$ cat src/hw/rtl/wsc_pkg.sv
// shared types and constants for the wrench sensor conditioner
package wsc_pkg;

    localparam int AXES    = 6;
    localparam int DW      = 32;
    localparam int ENTRIES = AXES * AXES;
    localparam int AXW     = 3;
    localparam int IDXW    = 6;
    localparam int SUMW    = 48;
    localparam int DIVW    = 50;
    localparam int REMW    = 18;
    localparam int ACCW    = 67;
    localparam int GAINW   = 17;
    localparam int CNTW    = 16;
    localparam int IN_DW   = 232;
    localparam int OUT_DW  = 72;

    localparam logic [AXW-1:0]  LAST_AXIS = AXW'(AXES - 1);
    localparam logic [5:0]      DIV_LAST  = 6'(DIVW - 1);
    localparam logic [GAINW-1:0] GAIN_ONE  = 17'd65536;
    localparam logic [GAINW-1:0] GAIN_RST  = 17'd6554;
    localparam logic [CNTW-1:0]  CAL_RST   = 16'd200;

    localparam logic CFG_GAIN = 1'b0;
    localparam logic CFG_CAL  = 1'b1;

    typedef enum logic [1:0] {
        OP_SAMPLE = 2'd0,
        OP_COEF   = 2'd1,
        OP_LOWER  = 2'd2,
        OP_UPPER  = 2'd3
    } t_op;

    typedef struct packed {
        logic           load;
        logic           write_tbl;
        logic           cal_acc;
        logic           cnt_inc;
        logic           div_init;
        logic           div_step;
        logic           div_wr;
        logic           set_cal;
        logic           mac_issue;
        logic           f1;
        logic           f2;
        logic           f3;
        logic           freeze;
        logic           fault_upd;
        logic [AXW-1:0] axis;
        logic [AXW-1:0] col;
        logic [IDXW-1:0] addr;
    } t_cmd;

    typedef struct packed {
        t_op  op;
        logic faulted;
        logic calibrated;
        logic cal_done;
    } t_stat;

endpackage

$ cat src/hw/rtl/wsc_ctrl.sv
// controller: sequences calibration, division, matrix multiply, filter and output beats
module wsc_ctrl import wsc_pkg::*; (
    input  logic  i_clk,
    input  logic  i_rst_n,
    input  logic  i_in_tvalid,
    output logic  o_in_tready,
    output logic  o_out_tvalid,
    input  logic  i_out_tready,
    output logic  o_out_tlast,
    input  t_stat i_stat,
    output t_cmd  o_cmd
);

    typedef enum logic [13:0] {
        S_IDLE  = 14'b00000000000001,
        S_DEC   = 14'b00000000000010,
        S_CAL   = 14'b00000000000100,
        S_DIVI  = 14'b00000000001000,
        S_DIVS  = 14'b00000000010000,
        S_DIVW  = 14'b00000000100000,
        S_ISSUE = 14'b00000001000000,
        S_DRAIN = 14'b00000010000000,
        S_F1    = 14'b00000100000000,
        S_F2    = 14'b00001000000000,
        S_F3    = 14'b00010000000000,
        S_FRZ   = 14'b00100000000000,
        S_FLT   = 14'b01000000000000,
        S_EMIT  = 14'b10000000000000
    } t_state;

    t_state          r_state, n_state;
    logic [AXW-1:0]  r_axis, n_axis;
    logic [AXW-1:0]  r_col, n_col;
    logic [IDXW-1:0] r_addr, n_addr;
    logic [5:0]      r_bit, n_bit;
    logic            r_drn, n_drn;

    always_ff @(posedge i_clk) begin
        if (!i_rst_n) begin
            r_state <= S_IDLE;
            r_axis  <= '0;
            r_col   <= '0;
            r_addr  <= '0;
            r_bit   <= '0;
            r_drn   <= 1'b0;
        end else begin
            r_state <= n_state;
            r_axis  <= n_axis;
            r_col   <= n_col;
            r_addr  <= n_addr;
            r_bit   <= n_bit;
            r_drn   <= n_drn;
        end
    end

    always_comb begin
        n_state      = r_state;
        n_axis       = r_axis;
        n_col        = r_col;
        n_addr       = r_addr;
        n_bit        = r_bit;
        n_drn        = r_drn;
        o_cmd        = '0;
        o_cmd.axis   = r_axis;
        o_cmd.col    = r_col;
        o_cmd.addr   = r_addr;
        o_in_tready  = 1'b0;
        o_out_tvalid = 1'b0;
        o_out_tlast  = 1'b0;
        case (r_state)
            S_IDLE: begin
                o_in_tready = 1'b1;
                if (i_in_tvalid) begin
                    o_cmd.load = 1'b1;
                    n_state    = S_DEC;
                end
            end
            S_DEC: begin
                n_axis = '0;
                n_col  = '0;
                n_addr = '0;
                if (i_stat.op != OP_SAMPLE) begin
                    o_cmd.write_tbl = 1'b1;
                    n_state         = S_IDLE;
                end else if (i_stat.faulted) begin
                    n_state = S_FRZ;
                end else if (!i_stat.calibrated) begin
                    n_state = S_CAL;
                end else begin
                    n_state = S_ISSUE;
                end
            end
            S_CAL: begin
                o_cmd.cal_acc = 1'b1;
                o_cmd.cnt_inc = (r_axis == '0);
                if (r_axis == LAST_AXIS) begin
                    n_axis  = '0;
                    n_state = i_stat.cal_done ? S_DIVI : S_FLT;
                end else begin
                    n_axis = r_axis + AXW'(1);
                end
            end
            S_DIVI: begin
                o_cmd.div_init = 1'b1;
                n_bit          = '0;
                n_state        = S_DIVS;
            end
            S_DIVS: begin
                o_cmd.div_step = 1'b1;
                n_bit          = r_bit + 6'd1;
                if (r_bit == DIV_LAST) begin
                    n_state = S_DIVW;
                end
            end
            S_DIVW: begin
                o_cmd.div_wr = 1'b1;
                if (r_axis == LAST_AXIS) begin
                    o_cmd.set_cal = 1'b1;
                    n_axis        = '0;
                    n_state       = S_FLT;
                end else begin
                    n_axis  = r_axis + AXW'(1);
                    n_state = S_DIVI;
                end
            end
            S_ISSUE: begin
                o_cmd.mac_issue = 1'b1;
                n_addr          = r_addr + IDXW'(1);
                if (r_col == LAST_AXIS) begin
                    n_col   = '0;
                    n_drn   = 1'b0;
                    n_state = S_DRAIN;
                end else begin
                    n_col = r_col + AXW'(1);
                end
            end
            S_DRAIN: begin
                // products still in flight through multiply and accumulate
                if (r_drn) begin
                    n_state = S_F1;
                end else begin
                    n_drn = 1'b1;
                end
            end
            S_F1: begin
                o_cmd.f1 = 1'b1;
                n_state  = S_F2;
            end
            S_F2: begin
                o_cmd.f2 = 1'b1;
                n_state  = S_F3;
            end
            S_F3: begin
                o_cmd.f3 = 1'b1;
                if (r_axis == LAST_AXIS) begin
                    n_axis  = '0;
                    n_state = S_FLT;
                end else begin
                    n_axis  = r_axis + AXW'(1);
                    n_state = S_ISSUE;
                end
            end
            S_FRZ: begin
                o_cmd.freeze = 1'b1;
                n_state      = S_FLT;
            end
            S_FLT: begin
                o_cmd.fault_upd = 1'b1;
                n_axis          = '0;
                n_state         = S_EMIT;
            end
            S_EMIT: begin
                o_out_tvalid = 1'b1;
                o_out_tlast  = (r_axis == LAST_AXIS);
                if (i_out_tready) begin
                    if (r_axis == LAST_AXIS) begin
                        n_axis  = '0;
                        n_state = S_IDLE;
                    end else begin
                        n_axis = r_axis + AXW'(1);
                    end
                end
            end
            default: begin
                n_state = S_IDLE;
            end
        endcase
    end

endmodule

$ cat config.mk
export PLATFORM = sky130hd
export DESIGN_NAME = wsc_ctrl
export DESIGN_NICKNAME = d
export VERILOG_FILES = /design/src/hw/rtl/wsc_pkg.sv /design/src/hw/rtl/wsc_ctrl.sv
export SDC_FILE = /design/constraint.sdc
export NUM_CORES = 1
export LEC_CHECK = 0
export BUFFER_PORTS_ARGS = -buffer_cell sky130_fd_sc_hd__buf_2
export CORE_UTILIZATION = 55
export CTS_CLUSTER_DIAMETER = 80
export DETAILED_ROUTE_END_ITERATION = 6
export MAX_ROUTING_LAYER = met4
export PLACE_DENSITY = 0.9
export SLEW_MARGIN = 20
export SYNTH_ARGS = -nofsm -noshare
export SYNTH_HDL_FRONTEND = slang
export SYNTH_SLANG_ARGS = --single-unit
$ cat constraint.sdc
create_clock -name i_clk -period 5.7 [get_ports i_clk]
set_input_delay 1.425 -clock i_clk [delete_from_list [all_inputs] [get_ports i_clk]]
set_output_delay 1.425 -clock i_clk [all_outputs]
set_load 0.01 [all_outputs]
Word level (Yosys, flattened, before mapping):

Index checks and enable logic that the tools add are counted.

* output and inout port bits: 29
* register bits after elaboration: 33

* reductions and logical operators: 11
* add/sub/neg operators: 4
* eq/ne operators: 24
* mux-type cells: 41

Operator list (count)
* one-hot mux 14 bit (14 select lines): 1
* two-way mux 14 bit: 9
* two-way mux 13 bit: 3
* one-hot mux 6 bit (2 select lines): 2
* two-way mux 1 bit: 17
* == test 14 x 1 -> 1 bit (second input constant): 1
* == test 14 x 10 -> 1 bit (second input constant): 1
* == test 14 x 11 -> 1 bit (second input constant): 1
* == test 14 x 12 -> 1 bit (second input constant): 1
* == test 14 x 13 -> 1 bit (second input constant): 1
* == test 14 bit (second input constant): 1
* == test 14 x 2 -> 1 bit (second input constant): 1
* == test 14 x 3 -> 1 bit (second input constant): 1
* == test 14 x 4 -> 1 bit (second input constant): 1
* == test 14 x 5 -> 1 bit (second input constant): 1
* == test 14 x 6 -> 1 bit (second input constant): 1
* == test 14 x 7 -> 1 bit (second input constant): 1
* == test 14 x 8 -> 1 bit (second input constant): 1
* == test 14 x 9 -> 1 bit (second input constant): 1
* inequality test 2 bit (second input constant): 7
* adder 6 x 1 -> 6 bit (second input constant): 2
* two-way mux 3 bit: 3
* one-hot mux 3 bit (3 select lines): 1
* nonzero test 2 bit: 4
* other kinds (13): 17

Logic depth before layout (Yosys ltp):

* word-level depth: 4
* mapped depth: 8
* mapped depth without buffers: 7

Worst setup path before layout:

OpenSTA, ideal clock, no wires.

* kind: input to output
* start point: input i_stat[4] (netlist name)
* end point: output o_cmd[24] (netlist name)
* buffers on the path: 0
* cell stages on the path: 2
* arrival: 1.640 ns
* path slack: 2.635 ns
* cells stage by stage: nor2_1 nor2_1

RTL lines
* from (decl): RTL line wsc_ctrl.sv:10 `input t_stat i_stat,`
* to (decl): RTL line wsc_ctrl.sv:11 `output t_cmd o_cmd`

==> impl_metrics.ini <==
[timing]
hold_viol = 0
max_clock_freq_mhz = 283
tightest_slew_ps = 586
period_minus_slack_ps = 3530
drv_slew = 0
tns_ps = 0
finalClockSkew_ps = 4.81
relSlewSlack_pct = 60.4
worst_slack_ps = 2170
final.period_utilization_pct = 62.0
rsz0062_at_grt = false
finalSetupViolCount = 0

[clock_network]
cts_tree = built
cts_resized = 0
clock_latency_ps = 350
clk_pin_slew_ps = 110
cts_buffers = 5
ctsHoldBuffers = 0
cts-htree-levels = 2
clock_path_buffers = 2
cts_root_buf = clkbuf_4
clock-sinks = 33
cts_setup_buffers = 0

[place]
place_ws_ps = 2440
place.gp.congestion = 0.902
place_inst = 311
dp_hpwl_um = 3350
numPortBuffers = 37
placed_cell_area_um2 = 2100

[power]
internal-power_uw = 401
p_leak_uw = 0.000925
peakVddDrop_mv = 0.245
p_switching_uw = 188
comb_power_share_pct = 23.7
pwr-share-clk_pct = 32.0
p_total_uw = 589
power_frac_seq_pct = 44.3
swShare_pct = 31.9
p_per_area_nw_per_um2 = 269

[layout]
final_cell_mix = buf_2, nor2_1, dfxtp_1
layout-drive-gt1-share_pct = 22.3
final_cells = 319
nNetsFinal = 284
final_area_um2 = 2190
final_common_cell = buf_2
area_growth_pct = 14.0
antenna_cells = 0

[synth]
synth-edff-count = 0
synth_top_area_share_pct = 34.4
syn_inst = 236
synth_area_leaders = dfxtp_1, nor2_1, a21oi_1, o21ai_0, nor3_1
ys.flop_type = dfxtp_1
syn_nets = 248
synth_area_um2 = 1920
yosysWarnings = 0
syn_area_per_cell_um2 = 8.13
synth_top_area_cell = dfxtp_1
ys_types = 57
seq_area_frac_synth_pct = 34.4
ys_ff_latch = 33
async_reset_ff_share_pct = 0

[route]
via_count = 1932
drt_pass1_iterations = 4
drcViolationCount = 0
ant_nets = 0
routedWlPerCell_um = 14.5
drtIter0Drc = 93
drt-vias-per-instance = 6.06
wirelength_um = 4630

[outcome]
status = complete, no violations

[run]
cap_viol_max_count = 0

[die]
die_x_um = 61.1
dieHeight_um = 61.1
rows = 21
start_util_pct = 57.5
ioPinCount = 38
core_um2 = 3340
design.die.area_um2 = 3730

[critical_path]
cp.depth = 5
cp.required_ps = 4280
cp-end-kind = output port
cp_slowest_cell = dfxtp_1
reg2reg_slack_ps = 3440
crit_family = simple AND/OR/NAND/NOR gates
worst_setup_path_start_kind = flip-flop
endpoint = o_cmd[20]
crit_buf_inv = 2
crit_fanout = 10
r2r-end = r_addr[4]$_SDFFE_PN0P_
crit-reg2reg-launch = r_state[0]$_SDFFE_PN1P_
reg2regPathDepth = 7
cp_slowest_stage_delay_ps = 470
path_class = flip-flop to output port
crit_path_start = r_state[0]$_SDFFE_PN1P_
crit_chain = nor4_4, and3_2, nand2_1, inv_1, buf_2
worstPathArrival_ps = 2110

[min_path]
hold_start = r_addr[5]$_SDFFE_PN0P_
hold_path_depth = 2
hp-class = flip-flop to flip-flop

[global_routing]
track_usage_pct = 27.6
antenna_found_initial = 0
grt_max_degree = 20
grt.overflow.total = 0
first_global_vias = 1539
grt_pass1_wl_um = 7330
## tightest hold or removal path: cells and delay by family (launching register included)
family         cells  cell delay [ps]
AO/OA/AOI/OAI      2              130
flip-flops         1              330
## metal layers
| layer | wire [µm] | global-route usage (%) | vias up |
|---|---|---|---|
| met3 | 378 | 6.09 | 8 |
| met1 | 2020 | 36.8 | 891 |
| li1 | - | - | 949 |
| met5 | 0 | - | - |
| met2 | 2170 | 40.5 | 84 |
| met4 | 71 | 10.7 | 0 |
## worst min-delay path by stage
stage                     slack, ps                endpoint
after detailed placement        480      r_drn$_SDFFE_PN0P_
final                           500  r_addr[5]$_SDFFE_PN0P_
after global routing            520      r_drn$_SDFFE_PN0P_
after CTS                       500      r_drn$_SDFFE_PN0P_
after floorplan                 450      r_drn$_SDFFE_PN0P_
after global placement          470      r_drn$_SDFFE_PN0P_
## sequential cells by signal, summed over array words and instances, names as in the netlist
signal / flops
r_state: 14
r_addr: 6
r_bit: 6
r_axis: 3
r_col: 3
r_drn: 1
## synthesized netlist by cell type, types with 4 or more instances
master and instances:
nor3_1 13, nor4_1 5, inv_1 10, nor4b_1 6
nor2_1 35, a21oi_1 18, nand3_1 8, nand4_1 5
or3_1 4, and3_2 5, o21ai_0 14, dfxtp_1 33
nand2_1 12
## cell families after synthesis
group	after synthesis	synth area share, %
simple gates	120	37.3
mux	2	1.04
flops	33	34.4
compound gates	56	18.7
buf+inv	19	5.22
fa+ha+maj	3	1.96
xor+xnor	3	1.37
## power by group through the flow
stage               Sequential (µW)  Clock (µW)  Combinational [µW]
floorplan                       245           0                 131
global placement                264           0                 134
detailed placement              265           0                 137
CTS                             260         188                 138
global route                    262         199                 152
finish                          261         188                 140
## cell type report
type | instances | area, µm²
flip-flops and latches | 33 | 661
well taps | 46 | 57.6
multi-input cells | 184 | 1160
clock buffers | 7 | 55.1
clock inverters | 1 | 30.0
repair buffers | 37 | 185
inverters | 11 | 41.3
fillers | 303 | 1150
## metrics by stage
stage / hold WS, ps / util, %
2_1_floorplan: 454 / -
3_3_place_gp: 471 / 63.0
3_5_place_dp: 480 / 63.0
4_1_cts: 497 / 65.5
5_1_grt: 519 / 65.5
6_report: 497 / 65.5
Note: power is estimated with default switching activity, not from simulation.
